===== config.mk =====
export PLATFORM = sky130hd
export DESIGN_NAME = differential_drive_odometry_top
export DESIGN_NICKNAME = d
export VERILOG_FILES = /design/src/rtl/ddo_pkg.sv /design/src/rtl/ddo_cfg.sv /design/src/rtl/ddo_ctrl.sv /design/src/rtl/ddo_datapath.sv /design/src/rtl/differential_drive_odometry_top.sv
export SDC_FILE = /design/constraint.sdc
export NUM_CORES = 2
export LEC_CHECK = 0
export BUFFER_PORTS_ARGS = -buffer_cell sky130_fd_sc_hd__buf_2
export CORE_UTILIZATION = 55
export CTS_CLUSTER_SIZE = 14
export DETAILED_ROUTE_END_ITERATION = 8
export PLACE_DENSITY = 0.75
export SYNTH_ARGS = -nofsm -noshare
export SYNTH_HDL_FRONTEND = slang
export SYNTH_SLANG_ARGS = --single-unit

===== constraint.sdc =====
create_clock -name clk_i -period 16.65 [get_ports clk_i]
set_input_delay 0.8325 -clock clk_i [delete_from_list [all_inputs] [get_ports clk_i]]
set_output_delay 0.8325 -clock clk_i [all_outputs]
set_load 0.01 [all_outputs]

===== src/rtl/ddo_pkg.sv =====
// shared types, constants and tables for the wheel odometry block
package ddo_pkg;

  localparam int unsigned MulLen  = 36;
  localparam int unsigned DivLen  = 84;
  localparam int unsigned CntW    = 7;
  localparam int unsigned AccW    = 100;
  localparam int unsigned NumW    = 84;
  localparam int unsigned XyW     = 60;
  localparam int unsigned ZW      = 34;

  localparam logic [31:0] CordicGain = 32'h9B74EDA8;
  localparam logic [35:0] UsPerSec   = 36'd1000000;

  localparam logic [31:0] DptReset   = 32'd367014;
  localparam logic [35:0] TpmReset   = 36'd2896475000;
  localparam logic [31:0] DdbReset   = 32'd42950;
  localparam logic [31:0] TdbReset   = 32'd6836;
  localparam logic [31:0] StaleReset = 32'd1000000000;

  typedef enum logic [2:0] {
    REG_DPT   = 3'd0,
    REG_TPM   = 3'd1,
    REG_DDB   = 3'd2,
    REG_TDB   = 3'd3,
    REG_STALE = 3'd4
  } reg_idx_e;

  typedef enum logic [3:0] {
    OP_NONE,
    OP_LOAD,
    OP_MUL_D,
    OP_MUL_A,
    OP_MUL_TH,
    OP_MUL_G,
    OP_ROT,
    OP_POSE,
    OP_NUM_L,
    OP_DIV_L,
    OP_NUM_A,
    OP_DIV_A
  } dp_op_e;

  typedef enum logic [3:0] {
    S_IDLE,
    S_MUL_D,
    S_MUL_A,
    S_MUL_TH,
    S_MUL_G,
    S_ROT,
    S_POSE,
    S_NUM_L,
    S_DIV_L,
    S_NUM_A,
    S_DIV_A,
    S_PUB
  } ctrl_state_e;

  typedef struct packed {
    dp_op_e op;
    logic   publish;
  } dp_cmd_t;

  typedef struct packed {
    logic first;
    logic last;
    logic move;
    logic valid;
  } dp_status_t;

  typedef struct packed {
    logic [31:0] dpt;
    logic [35:0] tpm;
    logic [31:0] ddb;
    logic [31:0] tdb;
    logic [31:0] stale;
  } cfg_t;

  // arctangent of 2^-k in 2^-32 turn
  function automatic logic [31:0] atan_turn(input logic [4:0] k);
    logic [31:0] r;
    unique case (k)
      5'd0:  r = 32'h20000000;
      5'd1:  r = 32'h12E4051E;
      5'd2:  r = 32'h09FB385B;
      5'd3:  r = 32'h051111D4;
      5'd4:  r = 32'h028B0D43;
      5'd5:  r = 32'h0145D7E1;
      5'd6:  r = 32'h00A2F61E;
      5'd7:  r = 32'h00517C55;
      5'd8:  r = 32'h0028BE53;
      5'd9:  r = 32'h00145F2F;
      5'd10: r = 32'h000A2F98;
      5'd11: r = 32'h000517CC;
      5'd12: r = 32'h00028BE6;
      5'd13: r = 32'h000145F3;
      5'd14: r = 32'h0000A2FA;
      5'd15: r = 32'h0000517D;
      5'd16: r = 32'h000028BE;
      5'd17: r = 32'h0000145F;
      5'd18: r = 32'h00000A30;
      5'd19: r = 32'h00000518;
      5'd20: r = 32'h0000028C;
      5'd21: r = 32'h00000146;
      5'd22: r = 32'h000000A3;
      5'd23: r = 32'h00000051;
      5'd24: r = 32'h00000029;
      5'd25: r = 32'h00000014;
      5'd26: r = 32'h0000000A;
      5'd27: r = 32'h00000005;
      5'd28: r = 32'h00000003;
      5'd29: r = 32'h00000001;
      5'd30: r = 32'h00000001;
      default: r = 32'h00000000;
    endcase
    return r;
  endfunction

endpackage


===== src/rtl/ddo_cfg.sv =====
// configuration registers behind the apb port
module ddo_cfg (
  input  logic          clk_i,
  input  logic          rst_ni,
  input  logic          psel_i,
  input  logic          penable_i,
  input  logic          pwrite_i,
  input  logic [5:0]    paddr_i,
  input  logic [63:0]   pwdata_i,
  output logic [63:0]   prdata_o,
  output logic          pready_o,
  output ddo_pkg::cfg_t cfg_o
);
  import ddo_pkg::*;

  cfg_t     cfg_q, cfg_d;
  reg_idx_e idx;
  logic     wr;

  assign idx      = reg_idx_e'(paddr_i[5:3]);
  assign wr       = psel_i & penable_i & pwrite_i;
  assign pready_o = 1'b1;
  assign cfg_o    = cfg_q;

  always_comb begin
    cfg_d = cfg_q;
    if (wr) begin
      unique case (idx)
        REG_DPT:   cfg_d.dpt   = pwdata_i[31:0];
        REG_TPM:   cfg_d.tpm   = pwdata_i[35:0];
        REG_DDB:   cfg_d.ddb   = pwdata_i[31:0];
        REG_TDB:   cfg_d.tdb   = pwdata_i[31:0];
        REG_STALE: cfg_d.stale = pwdata_i[31:0];
        default: ;
      endcase
    end
  end

  always_comb begin
    unique case (idx)
      REG_DPT:   prdata_o = {32'd0, cfg_q.dpt};
      REG_TPM:   prdata_o = {28'd0, cfg_q.tpm};
      REG_DDB:   prdata_o = {32'd0, cfg_q.ddb};
      REG_TDB:   prdata_o = {32'd0, cfg_q.tdb};
      REG_STALE: prdata_o = {32'd0, cfg_q.stale};
      default:   prdata_o = 64'd0;
    endcase
  end

  always_ff @(posedge clk_i or negedge rst_ni) begin
    if (!rst_ni) begin
      cfg_q.dpt   <= DptReset;
      cfg_q.tpm   <= TpmReset;
      cfg_q.ddb   <= DdbReset;
      cfg_q.tdb   <= TdbReset;
      cfg_q.stale <= StaleReset;
    end else begin
      cfg_q <= cfg_d;
    end
  end

endmodule


===== src/rtl/ddo_ctrl.sv =====
// sequencer that steps the odometry datapath through one reading
module ddo_ctrl (
  input  logic                clk_i,
  input  logic                rst_ni,
  input  logic                in_valid_i,
  output logic                in_ready_o,
  output logic                out_valid_o,
  input  logic                out_ready_i,
  input  ddo_pkg::dp_status_t status_i,
  output ddo_pkg::dp_cmd_t    cmd_o
);
  import ddo_pkg::*;

  ctrl_state_e state_q, state_d;
  logic        out_valid_q, out_valid_d;
  logic        accept;

  assign in_ready_o  = (state_q == S_IDLE);
  assign accept      = in_valid_i & in_ready_o;
  assign out_valid_o = out_valid_q;

  always_comb begin
    state_d     = state_q;
    cmd_o.op    = OP_NONE;
    cmd_o.publish = 1'b0;
    unique case (state_q)
      S_IDLE: begin
        if (accept) begin
          cmd_o.op = OP_LOAD;
          state_d  = status_i.first ? S_IDLE : S_MUL_D;
        end
      end
      S_MUL_D: begin
        cmd_o.op = OP_MUL_D;
        if (status_i.last) state_d = S_MUL_A;
      end
      S_MUL_A: begin
        cmd_o.op = OP_MUL_A;
        if (status_i.last) state_d = S_MUL_TH;
      end
      S_MUL_TH: begin
        cmd_o.op = OP_MUL_TH;
        if (status_i.last) state_d = status_i.move ? S_MUL_G : S_POSE;
      end
      S_MUL_G: begin
        cmd_o.op = OP_MUL_G;
        if (status_i.last) state_d = S_ROT;
      end
      S_ROT: begin
        cmd_o.op = OP_ROT;
        if (status_i.last) state_d = S_POSE;
      end
      S_POSE: begin
        cmd_o.op = OP_POSE;
        state_d  = status_i.valid ? S_NUM_L : S_PUB;
      end
      S_NUM_L: begin
        cmd_o.op = OP_NUM_L;
        if (status_i.last) state_d = S_DIV_L;
      end
      S_DIV_L: begin
        cmd_o.op = OP_DIV_L;
        if (status_i.last) state_d = S_NUM_A;
      end
      S_NUM_A: begin
        cmd_o.op = OP_NUM_A;
        if (status_i.last) state_d = S_DIV_A;
      end
      S_DIV_A: begin
        cmd_o.op = OP_DIV_A;
        if (status_i.last) state_d = S_PUB;
      end
      S_PUB: begin
        // wait for the output register to be free
        if (!out_valid_q || out_ready_i) begin
          cmd_o.publish = 1'b1;
          state_d       = S_IDLE;
        end
      end
      default: state_d = S_IDLE;
    endcase
  end

  always_comb begin
    out_valid_d = out_valid_q;
    if (cmd_o.publish) out_valid_d = 1'b1;
    else if (out_ready_i) out_valid_d = 1'b0;
  end

  always_ff @(posedge clk_i or negedge rst_ni) begin
    if (!rst_ni) begin
      state_q     <= S_IDLE;
      out_valid_q <= 1'b0;
    end else begin
      state_q     <= state_d;
      out_valid_q <= out_valid_d;
    end
  end

  a_pub_free: assert property (@(posedge clk_i) disable iff (!rst_ni)
    cmd_o.publish |-> (!out_valid_q || out_ready_i))
    else $error("result overwrites a pending beat");

  a_start: assert property (@(posedge clk_i) disable iff (!rst_ni)
    (accept && !status_i.first) |=> (state_q == S_MUL_D))
    else $error("accepted reading did not start the sequence");

  a_div_done: assert property (@(posedge clk_i) disable iff (!rst_ni)
    (state_q == S_DIV_A && status_i.last) |=> (state_q == S_PUB))
    else $error("division end did not lead to publish");

endmodule


===== src/rtl/ddo_datapath.sv =====
// odometry datapath: shift-add multiplier, cordic rotator, radix-2 divider, pose
module ddo_datapath #(
  parameter int unsigned CORDIC_STEPS = 24
) (
  input  logic                clk_i,
  input  logic                rst_ni,
  input  ddo_pkg::cfg_t       cfg_i,
  input  ddo_pkg::dp_cmd_t    cmd_i,
  output ddo_pkg::dp_status_t status_o,
  input  logic [31:0]         left_count_i,
  input  logic [31:0]         right_count_i,
  input  logic [31:0]         elapsed_us_i,
  output logic [39:0]         position_x_o,
  output logic [39:0]         position_y_o,
  output logic [31:0]         heading_o,
  output logic [31:0]         linear_velocity_o,
  output logic [31:0]         angular_velocity_o,
  output logic                velocity_valid_o
);
  import ddo_pkg::*;

  // control state
  logic              first_q;
  logic [CntW-1:0]   cnt_q, cnt_d;
  logic [39:0]       pose_x_q, pose_y_q;
  logic [31:0]       heading_q;
  logic [31:0]       prev_l_q, prev_r_q;

  // payload
  logic [32:0]       smag_q, tmag_q;
  logic              dneg_q, tneg_q, valid_q;
  logic [31:0]       elapsed_q;
  logic [63:0]       dmag_q, a_q, thmag_q;
  logic [31:0]       thwrap_q;
  logic [55:0]       xmag_q;
  logic [AccW-1:0]   acc_q, acc_d, mcand_q, mcand_d;
  logic [35:0]       mplier_q, mplier_d;
  logic signed [XyW-1:0] x_q, x_d, y_q, y_d;
  logic signed [ZW-1:0]  z_q, z_d;
  logic [NumW-1:0]   num_q, numsh_q, numsh_d;
  logic [47:0]       rem_q, rem_d;
  logic [31:0]       quo_q, quo_d;
  logic [31:0]       lin_q, ang_q;
  logic [39:0]       ox_q, oy_q;
  logic [31:0]       oh_q, olin_q, oang_q;
  logic              ov_q;

  logic [CntW-1:0]   op_len;
  logic              last;
  logic [31:0]       dl, dr;
  logic [33:0]       s, t;
  logic [32:0]       smag, tmag;
  logic              vld;
  logic [63:0]       mul_a;
  logic [35:0]       mul_b;
  logic [4:0]        k;
  logic signed [XyW-1:0] xs, ys, x0;
  logic [31:0]       phi, phq;
  logic [48:0]       rem_sh;
  logic [47:0]       divisor;
  logic              ge;

  function automatic logic [31:0] sat_rate(input logic [31:0] q, input logic neg);
    logic [31:0] r;
    if (neg) r = q[31] ? 32'h80000000 : 32'(-q);
    else     r = q[31] ? 32'h7FFFFFFF : q;
    return r;
  endfunction

  always_comb begin
    case (cmd_i.op) inside
      OP_MUL_D, OP_MUL_A, OP_MUL_TH, OP_MUL_G, OP_NUM_L, OP_NUM_A:
        op_len = CntW'(MulLen);
      OP_ROT:             op_len = CntW'(CORDIC_STEPS);
      OP_DIV_L, OP_DIV_A: op_len = CntW'(DivLen);
      default:            op_len = '0;
    endcase
  end

  assign last = (cnt_q == op_len);
  assign cnt_d = (cmd_i.op == OP_NONE || last) ? '0 : cnt_q + CntW'(1);

  assign status_o.first = first_q;
  assign status_o.last  = last;
  assign status_o.move  = dmag_q > {32'd0, cfg_i.ddb};
  assign status_o.valid = valid_q;

  // reading differences
  assign dl   = left_count_i - prev_l_q;
  assign dr   = right_count_i - prev_r_q;
  assign s    = {{2{dl[31]}}, dl} + {{2{dr[31]}}, dr};
  assign t    = {{2{dr[31]}}, dr} - {{2{dl[31]}}, dl};
  assign smag = s[33] ? 33'(-s) : s[32:0];
  assign tmag = t[33] ? 33'(-t) : t[32:0];
  assign vld  = (elapsed_us_i != 32'd0) && (elapsed_us_i < cfg_i.stale);

  // multiplier operand select
  always_comb begin
    case (cmd_i.op)
      OP_MUL_D:  begin mul_a = {32'd0, cfg_i.dpt}; mul_b = {3'd0, smag_q}; end
      OP_MUL_A:  begin mul_a = {32'd0, cfg_i.dpt}; mul_b = {3'd0, tmag_q}; end
      OP_MUL_TH: begin mul_a = a_q;                mul_b = cfg_i.tpm;      end
      OP_MUL_G:  begin mul_a = {8'd0, dmag_q[63:8]}; mul_b = {4'd0, CordicGain}; end
      OP_NUM_L:  begin mul_a = dmag_q;             mul_b = UsPerSec;       end
      default:   begin mul_a = thmag_q;            mul_b = UsPerSec;       end
    endcase
  end

  always_comb begin
    if (cnt_q == '0) begin
      acc_d    = '0;
      mcand_d  = {36'd0, mul_a};
      mplier_d = mul_b;
    end else begin
      acc_d    = acc_q + (mplier_q[0] ? mcand_q : '0);
      mcand_d  = {mcand_q[AccW-2:0], 1'b0};
      mplier_d = {1'b0, mplier_q[35:1]};
    end
  end

  // cordic
  assign k   = 5'(cnt_q - CntW'(1));
  assign xs  = x_q >>> k;
  assign ys  = y_q >>> k;
  assign x0  = dneg_q ? -$signed({4'd0, xmag_q}) : $signed({4'd0, xmag_q});
  assign phi = heading_q - thwrap_q;
  assign phq = phi + 32'h40000000;

  always_comb begin
    if (cnt_q == '0) begin
      y_d = '0;
      if (phq[31]) begin
        x_d = -x0;
        z_d = $signed({{2{~phi[31]}}, ~phi[31], phi[30:0]});
      end else begin
        x_d = x0;
        z_d = $signed({{2{phi[31]}}, phi});
      end
    end else if (!z_q[ZW-1]) begin
      x_d = x_q - ys;
      y_d = y_q + xs;
      z_d = z_q - $signed({2'd0, atan_turn(k)});
    end else begin
      x_d = x_q + ys;
      y_d = y_q - xs;
      z_d = z_q + $signed({2'd0, atan_turn(k)});
    end
  end

  // restoring divider, quotient held once it reaches 2^31
  assign divisor = {elapsed_q, 16'd0};
  assign rem_sh  = {rem_q, numsh_q[NumW-1]};
  assign ge      = rem_sh >= {1'b0, divisor};

  always_comb begin
    if (cnt_q == '0) begin
      rem_d   = '0;
      quo_d   = '0;
      numsh_d = num_q;
    end else begin
      rem_d   = ge ? 48'(rem_sh - {1'b0, divisor}) : rem_sh[47:0];
      quo_d   = quo_q[31] ? quo_q : {quo_q[30:0], ge};
      numsh_d = {numsh_q[NumW-2:0], 1'b0};
    end
  end

  always_ff @(posedge clk_i or negedge rst_ni) begin
    if (!rst_ni) begin
      first_q   <= 1'b1;
      cnt_q     <= '0;
      prev_l_q  <= '0;
      prev_r_q  <= '0;
      pose_x_q  <= '0;
      pose_y_q  <= '0;
      heading_q <= '0;
    end else begin
      cnt_q <= cnt_d;
      if (cmd_i.op == OP_LOAD) begin
        first_q  <= 1'b0;
        prev_l_q <= left_count_i;
        prev_r_q <= right_count_i;
      end
      if (cmd_i.op == OP_POSE) begin
        if (status_o.move) begin
          pose_x_q <= pose_x_q + x_q[47:8];
          pose_y_q <= pose_y_q + y_q[47:8];
        end
        if (thmag_q > {32'd0, cfg_i.tdb}) heading_q <= heading_q + thwrap_q;
      end
    end
  end

  always_ff @(posedge clk_i) begin
    if (cmd_i.op == OP_LOAD) begin
      smag_q    <= smag;
      tmag_q    <= tmag;
      dneg_q    <= s[33];
      tneg_q    <= t[33];
      valid_q   <= vld;
      elapsed_q <= elapsed_us_i;
    end
    acc_q    <= acc_d;
    mcand_q  <= mcand_d;
    mplier_q <= mplier_d;
    x_q      <= x_d;
    y_q      <= y_d;
    z_q      <= z_d;
    rem_q    <= rem_d;
    quo_q    <= quo_d;
    numsh_q  <= numsh_d;
    if (last) begin
      case (cmd_i.op) inside
        OP_MUL_D: dmag_q <= acc_d[64:1];
        OP_MUL_A: a_q    <= acc_d[63:0];
        OP_MUL_TH: begin
          thmag_q  <= (|acc_d[99:96]) ? '1 : acc_d[95:32];
          thwrap_q <= tneg_q ? 32'(-acc_d[63:32]) : acc_d[63:32];
        end
        OP_MUL_G: xmag_q <= acc_d[87:32];
        OP_NUM_L, OP_NUM_A: num_q <= acc_d[NumW-1:0];
        OP_DIV_L: lin_q <= sat_rate(quo_d, dneg_q);
        OP_DIV_A: ang_q <= sat_rate(quo_d, tneg_q);
        default: ;
      endcase
    end
    if (cmd_i.publish) begin
      ox_q   <= pose_x_q;
      oy_q   <= pose_y_q;
      oh_q   <= heading_q;
      olin_q <= valid_q ? lin_q : 32'd0;
      oang_q <= valid_q ? ang_q : 32'd0;
      ov_q   <= valid_q;
    end
  end

  assign position_x_o       = ox_q;
  assign position_y_o       = oy_q;
  assign heading_o          = oh_q;
  assign linear_velocity_o  = olin_q;
  assign angular_velocity_o = oang_q;
  assign velocity_valid_o   = ov_q;

endmodule


===== src/rtl/differential_drive_odometry_top.sv =====
// top level of the differential drive wheel odometry block
// Usage:
//   s_axis carries one encoder reading per beat: left and right running
//   counts and the microseconds since the previous reading.
//   m_axis carries the updated pose (x, y, heading) and the two speeds;
//   tuser flags whether the speeds are valid.
//   The apb port holds five 64-bit-spaced registers (address 8*index).
// Operation:
//   The first reading after reset only latches the counts and gives no beat.
//   A later reading runs through one shared shift-add multiplier, a cordic
//   rotator and a radix-2 divider; the rotator is skipped when the robot is
//   still and the divider when the interval is stale.
//   One reading is in flight at a time; s_axis_tready is high only between.
// Reset clears the pose, the previous counts and the configuration to its
// defaults. If m_axis stalls, the result waits in the output register while
// the next reading is accepted and processed; its result waits until the
// earlier beat is taken.
module differential_drive_odometry_top #(
  parameter int unsigned CORDIC_STEPS = 24
) (
  input  logic          clk_i,
  input  logic          rst_ni,
  input  logic          s_axis_tvalid,
  output logic          s_axis_tready,
  input  logic [95:0]   s_axis_tdata,   // left_count, right_count, elapsed_us
  output logic          m_axis_tvalid,
  input  logic          m_axis_tready,
  // position_x, position_y, heading, linear_velocity, angular_velocity
  output logic [175:0]  m_axis_tdata,
  output logic          m_axis_tuser,   // velocity_valid
  input  logic          psel,
  input  logic          penable,
  input  logic          pwrite,
  input  logic [5:0]    paddr,
  input  logic [63:0]   pwdata,
  output logic [63:0]   prdata,
  output logic          pready
);
  import ddo_pkg::*;

  cfg_t       cfg;
  dp_cmd_t    cmd;
  dp_status_t status;

  ddo_cfg u_cfg (
    .clk_i     (clk_i),
    .rst_ni    (rst_ni),
    .psel_i    (psel),
    .penable_i (penable),
    .pwrite_i  (pwrite),
    .paddr_i   (paddr),
    .pwdata_i  (pwdata),
    .prdata_o  (prdata),
    .pready_o  (pready),
    .cfg_o     (cfg)
  );

  ddo_ctrl u_ctrl (
    .clk_i       (clk_i),
    .rst_ni      (rst_ni),
    .in_valid_i  (s_axis_tvalid),
    .in_ready_o  (s_axis_tready),
    .out_valid_o (m_axis_tvalid),
    .out_ready_i (m_axis_tready),
    .status_i    (status),
    .cmd_o       (cmd)
  );

  ddo_datapath #(
    .CORDIC_STEPS (CORDIC_STEPS)
  ) u_dp (
    .clk_i              (clk_i),
    .rst_ni             (rst_ni),
    .cfg_i              (cfg),
    .cmd_i              (cmd),
    .status_o           (status),
    .left_count_i       (s_axis_tdata[31:0]),
    .right_count_i      (s_axis_tdata[63:32]),
    .elapsed_us_i       (s_axis_tdata[95:64]),
    .position_x_o       (m_axis_tdata[39:0]),
    .position_y_o       (m_axis_tdata[79:40]),
    .heading_o          (m_axis_tdata[111:80]),
    .linear_velocity_o  (m_axis_tdata[143:112]),
    .angular_velocity_o (m_axis_tdata[175:144]),
    .velocity_valid_o   (m_axis_tuser)
  );

endmodule


# Word level (Yosys, flattened, before mapping)
# Memory sizes are Yosys's and may differ from the RTL's.
# Index checks and enable logic that the tools add are counted.
# word_totals
regBits,1613
romBits,1920
input_bits,173
out_inout_bits,244
elab_cells,213
mem_count,2
# memory_table
name,depth,word_bits,rd,rd_clocked_by_memory_dff,wr,line,text
(name not given),32,30,1,0,0,ddo_pkg.sv:82,unique case (k)
(name not given),32,30,1,0,0,ddo_pkg.sv:82,
# op_classes
add_sub_neg,25
n_lt_le_gt_ge,4
n_eq_ne,38
n_shift,2
muxes,55
bitwise,10
n_reduce_logical,30
# ops
operator,n
2-to-1 mux 32 bit,10
2-to-1 mux 60 bit,5
case mux 64 bit (4 select lines),1
2-to-1 mux 100 bit,2
case mux 36 bit (5 select lines),1
case mux 36 bit (4 select lines),1
greater-than comparator 64 x 32 -> 1 bit,2
adder 60 bit,2
>>> shifter 60 x 5 -> 60 bit,2
subtractor 60 bit,2
2-to-1 mux 34 bit,3
adder 100 bit,1
subtractor 32 bit,3
2-to-1 mux 84 bit,1
adder 40 bit,2
2-to-1 mux 33 bit,2
negator 33 bit,2
2-to-1 mux 64 bit,1
negator 32 bit,2
negator 56 -> 60 bit,1
negator 60 bit,1
>= comparator 49 x 48 -> 1 bit,1
2-to-1 mux 4 bit,12
2-to-1 mux 48 bit,1
48 further kinds,103

# Logic depth before layout (Yosys ltp)
# logic_depth
depth_word,12
depth_mapped,44
mapped_depth_nobuf,32

# Modules after synthesis
# From an unflattened synthesis, not the netlist that was laid out.
# hier_totals
cells_unflattened,11502
area_unflattened_um2,106398.3
# by_module_without_submodules
module,instances,cells_per_inst,area_per_inst_um2,seq_area_each_um2
ddo_datapath,1,10898,98265.5,36866.6
ddo_cfg,1,548,7657.3,4172.8
ddo_ctrl,1,56,475.5,125.1

# Least setup slack after synthesis
# Ideal clock, no wire load.
# synth_path
path_kind,register to register
start,register u_ctrl.state_q[0]
end,"register u_dp.oang_q[0], in the netlist u_dp.angular_velocity_o[0], enable pin"
setup_time_ns,0.930
t_arrival_ns,13.082
t_required_ns,15.720
setup_slack_ns,2.637
stages_incl_launch_ff,5
path_buffers,2
synth_period_minus_slack_ns,14.013
path_cell_list,dfrtp_1 -> clkbuf_1 -> clkbuf_1 -> nand2_1 -> nor3_1
# synth_between
elab_chain_cells,2
# synth_rtl
item,line,text
from (decl),ddo_ctrl.sv:14,"ctrl_state_e state_q, state_d;"
from (signal assigned),ddo_ctrl.sv:95,state_q <= state_d;
== test 4 bit,ddo_ctrl.sv:26,unique case (state_q)
2-to-1 mux 1 bit,ddo_ctrl.sv:26,
to (signal assigned),ddo_datapath.sv:231,oang_q <= valid_q ? ang_q : 32'd0;
to (decl),ddo_datapath.sv:45,"logic [31:0] oh_q, olin_q, oang_q;"
# Every way passes these cells.
# A chain may end at the register's enable or synchronous reset.

# Final worst setup path
# layout_path
start,register u_dp.cnt_q[0]
end,register u_dp.x_q[59]
# layout_between
elab_chain_cells,5
elab_cells_between_ends,7
classes_between,add/sub (3); shift (1); mux (2); reduce/logical (1)
# layout_rtl
item,line,text
from (decl),ddo_datapath.sv:24,"logic [CntW-1:0] cnt_q, cnt_d;"
from (signal assigned),ddo_datapath.sv:177,cnt_q <= cnt_d;
subtractor 5 x 1 -> 5 bit,ddo_datapath.sv:122,assign k = 5'(cnt_q - CntW'(1));
>>> shifter 60 x 5 -> 60 bit,ddo_datapath.sv:124,assign ys = y_q >>> k;
subtractor 60 bit or adder 60 bit (tied branches),"ddo_datapath.sv:140, ddo_datapath.sv:144",
2-to-1 mux 60 bit,ddo_datapath.sv:139,end else if (!z_q[ZW-1]) begin
2-to-1 mux 60 bit (*),ddo_datapath.sv:130,if (cnt_q == '0) begin
net u_dp.x_d[59],ddo_datapath.sv:38,"logic signed [XyW-1:0] x_q, x_d, y_q, y_d;"
to (signal assigned),ddo_datapath.sv:205,x_q <= x_d;
to (decl),ddo_datapath.sv:38,
# Mark *: on every way through the listed nets, which the timed path passes. The rest lies on a longest branch.

==> reports/results.txt <==
max-slew violation count - 0
Worst-Skew Late Latency - 850 ps
CP top delay family - compound AO/OA/AOI/OAI gates
post-synthesis sequential area ratio - 38.8%
overall power - 0.00894 W
Vias per Instance - 6.34
Die X - 441 um
crit end category - register
Synth top cells by count - nand2_1 (1,218), a21oi_1 (915), nor2_1 (880)
drt pass-1 iters - 7
share of layout cells above drive strength 1 - 11.2%
total grt overflow - 0
Max IR drop VDD - 0.101 mV
Die H - 441 um
clk sinks - 1,612
worst r2r dst - u_dp.x_q[59]$_DFF_P_
Post-synth EDFFs - 705
clk_skew - 71.4 ps
dpl hpwl - 254,000 um
post_cts resized - 0
fmax - 0.0958 GHz
Synth area leaders - edfxtp_1 (20%), dfxtp_1 (10%), ha_1 (7.8%), dfrtp_1 (7.0%), xnor2_1 (4.4%)
CP Data Required Time - 17,340 ps
Nets - 12,400
CTS tree - yes
R2R depth - 29
Crit path arrival time - 11,130 ps
main flop type after synthesis - edfxtp_1
kind of critical path - reg -> reg
Slew Limit Headroom - 12.8%
Startpoint Class - register
result of the run - finished, final reports clean
Synth Cell Area - 0.106 mm2
ys async rst share - 21.9%
Post-Syn Instances - 11,500
Filler Cells Inserted - 16,300
reg2reg setup slack - 6210 ps
min-delay src - s_axis_tdata[41]
pwr/cell area - 77.5 mW/mm2
share of the synthesized area in the top cell type - 19.9%
final setup fails - 0
worst slew pin tran - 1310 ps
Top Ports - 417
Setup TNS Final - 0 ps
Leakage - 47.6 nW
core area - 0.191 mm2
Max-Cap Viols - 0
GRT Total Usage - 34.0%
Yosys top cell by area - edfxtp_1
number of DRC violations after detailed-routing iteration 0 - 9,626
initial antenna violation count - 38
fin util - 60.4%
worst min-delay path category - in -> reg
Root Buffer - clkbuf_16
CP max stage delay - 800 ps
Hold Vio Cnt, Final - 0
RSZ-0062 raised after global routing - false
vias in the first global route - 86,400
total CTS buffers - 172
Synth warnings - 0
hold-critical path depth - 3
clk buf depth - 3
largest net degree at the start of global routing - 194
first-pass GRT wire length - 512,000 um
vias after detailed routing - 90,200
die area - 0.195 mm2
clk slew on worst S/H paths - 70 ps
average footprint of a synthesized cell - 9.23 um2
# rows - 160
GPL Wtd Cong - 1.02
WL/cell - 23.9 um
worst-path maximum fanout - 66
Crit path buffers/inverters - 4
IO Port Bufs - 356
WL final - 340,000 um
H-tree lvl count - 4
top-count cell post-synth - nand2_1
Detail Route Antenna Nets - 0
#FFs+latches synth - 1,612
DRC Markers - 0
Tcrit/Tclk final - 62.7%
Yosys cell types - 114
Reg-to-Reg Start - u_dp.cnt_q[0]$_DFF_PN0_
initial core utilization - 55.6%
Final min period - 10,440 ps
Layout Area Growth over Synthesis - 8.67%
slowest CP cell - buf_4
Hold EP - u_dp.prev_r_q[9]$_DFFE_PN0N_
==> kinds of logic after synthesis <==
| logic type | synth area share, % |
|---|---|
| other | 0.00708 |
| flip-flops | 38.8 |
| adder cells (fa/ha/maj) | 8.00 |
| multiplexers | 7.60 |
| buffers and inverters | 4.54 |
| XOR/XNOR | 6.84 |
| AO/OA/AOI/OAI | 18.5 |
| AND/OR/NAND/NOR | 15.7 |
==> cell type report <==
class | count | area, um2 | share of cell area [%]
clock inverter | 83 | 897 | 0.778
inverter | 539 | 2030 | 1.76
sequential | 1612 | 41200 | 35.7
timing repair buffer | 458 | 2610 | 2.26
multi-input combinational | 8756 | 60500 | 52.4
tap | 2511 | 3140 | 2.72
clock buffer | 240 | 4950 | 4.29
antenna | 24 | 60.1 | 0.0521
==> routing by layer <==
metal	share of wire, %	up-vias	GRT usage [%]
li1	-	41800	-
met1	39	43600	42.7
met2	47	3892	55.5
met3	7.8	878	5.84
met4	6.1	32	18.9
met5	0.062	-	0
==> how the worst max path moves through the flow <==
stage / startpoint / slack (ps) / depth (start not counted) / to
6_report: u_dp.cnt_q[0]$_DFF_PN0_ / 6210 / 29 / u_dp.x_q[59]$_DFF_P_
5_1_grt: u_dp.cnt_q[0]$_DFF_PN0_ / 5710 / 28 / u_dp.x_q[59]$_DFF_P_
4_1_cts: u_dp.cnt_q[0]$_DFF_PN0_ / 6370 / 28 / u_dp.x_q[59]$_DFF_P_
3_5_place_dp: u_dp.cnt_q[0]$_DFF_PN0_ / 6400 / 28 / u_dp.x_q[59]$_DFF_P_
3_3_place_gp: u_dp.cnt_q[0]$_DFF_PN0_ / 6510 / 29 / u_dp.x_q[59]$_DFF_P_
2_1_floorplan: u_ctrl.state_q[0]$_DFFE_PN0P_ / 2640 / 4 / u_dp.angular_velocity_o[0]$_SDFFCE_PN0P_
==> sequential cells by signal, indices dropped and copies added (netlist names), 64 cells and up <==
name and flops:
u_cfg.cfg_o 164, u_dp.a_q 64, u_dp.acc_q 100, u_dp.dmag_q 64
u_dp.mcand_q 100, u_dp.num_q 84, u_dp.numsh_q 84, u_dp.thmag_q 64
==> per-stage QoR <==
stage	worst slack, ps	hold slack (ps)	area (um2)	instances
after floorplan	2640	392	106000	11500
after global placement	6510	398	109000	13900
after detailed placement	6400	405	109000	13900
after CTS	6370	164	115000	14200
after global routing	5710	208	115000	14200
final	6210	218	115000	14200
==> worst reg2reg max path: cells and delay by family (launching register included) <==
kind                     cells  cell delay (ps)
multiplexers                 2             1020
AND/OR/NAND/NOR              7             1820
buffers and inverters        4             1790
flip-flops                   1              610
XOR/XNOR                     2              360
adder cells (fa/ha/maj)      3             1520
AO/OA/AOI/OAI               11             3220
==> where the power goes <==
part           internal, W  total [W]  switching (W)
registers          0.00423    0.00430      0.0000743
clock network      0.00224    0.00395        0.00171
logic             0.000276   0.000688       0.000411
==> placed cells by master (no fill, tap or decap), types with 63 or more instances in the layout <==
master / n
a21oi_1: 914
o21ai_0: 763
buf_2: 355
clkbuf_16: 182
nand2_1: 1217
ha_1: 656
a221oi_1: 63
a31oi_1: 153
o22ai_1: 69
nand4_1: 142
nand2b_1: 133
o31ai_1: 83
xnor2_1: 532
buf_4: 97
nor2_1: 873
a22oi_1: 118
dfrtp_1: 296
nand3_1: 177
a21o_1: 297
mux2i_1: 169
inv_1: 533
and2_1: 283
nor4_1: 86
o21bai_1: 88
and3_1: 75
xor2_1: 290
o21a_1: 73
mux2_2: 261
edfxtp_1: 705
dfxtp_1: 551
nor2b_1: 104
a211oi_1: 80
mux4_2: 134
nor3_1: 166
==> repair_timing <==
action / in CTS / in global routing
hold endpoints to repair: 51 / 0
hold buffers: 1 / 0
setup buffers: 0 / 0
No activity file was read; power rests on OpenSTA's default activity.
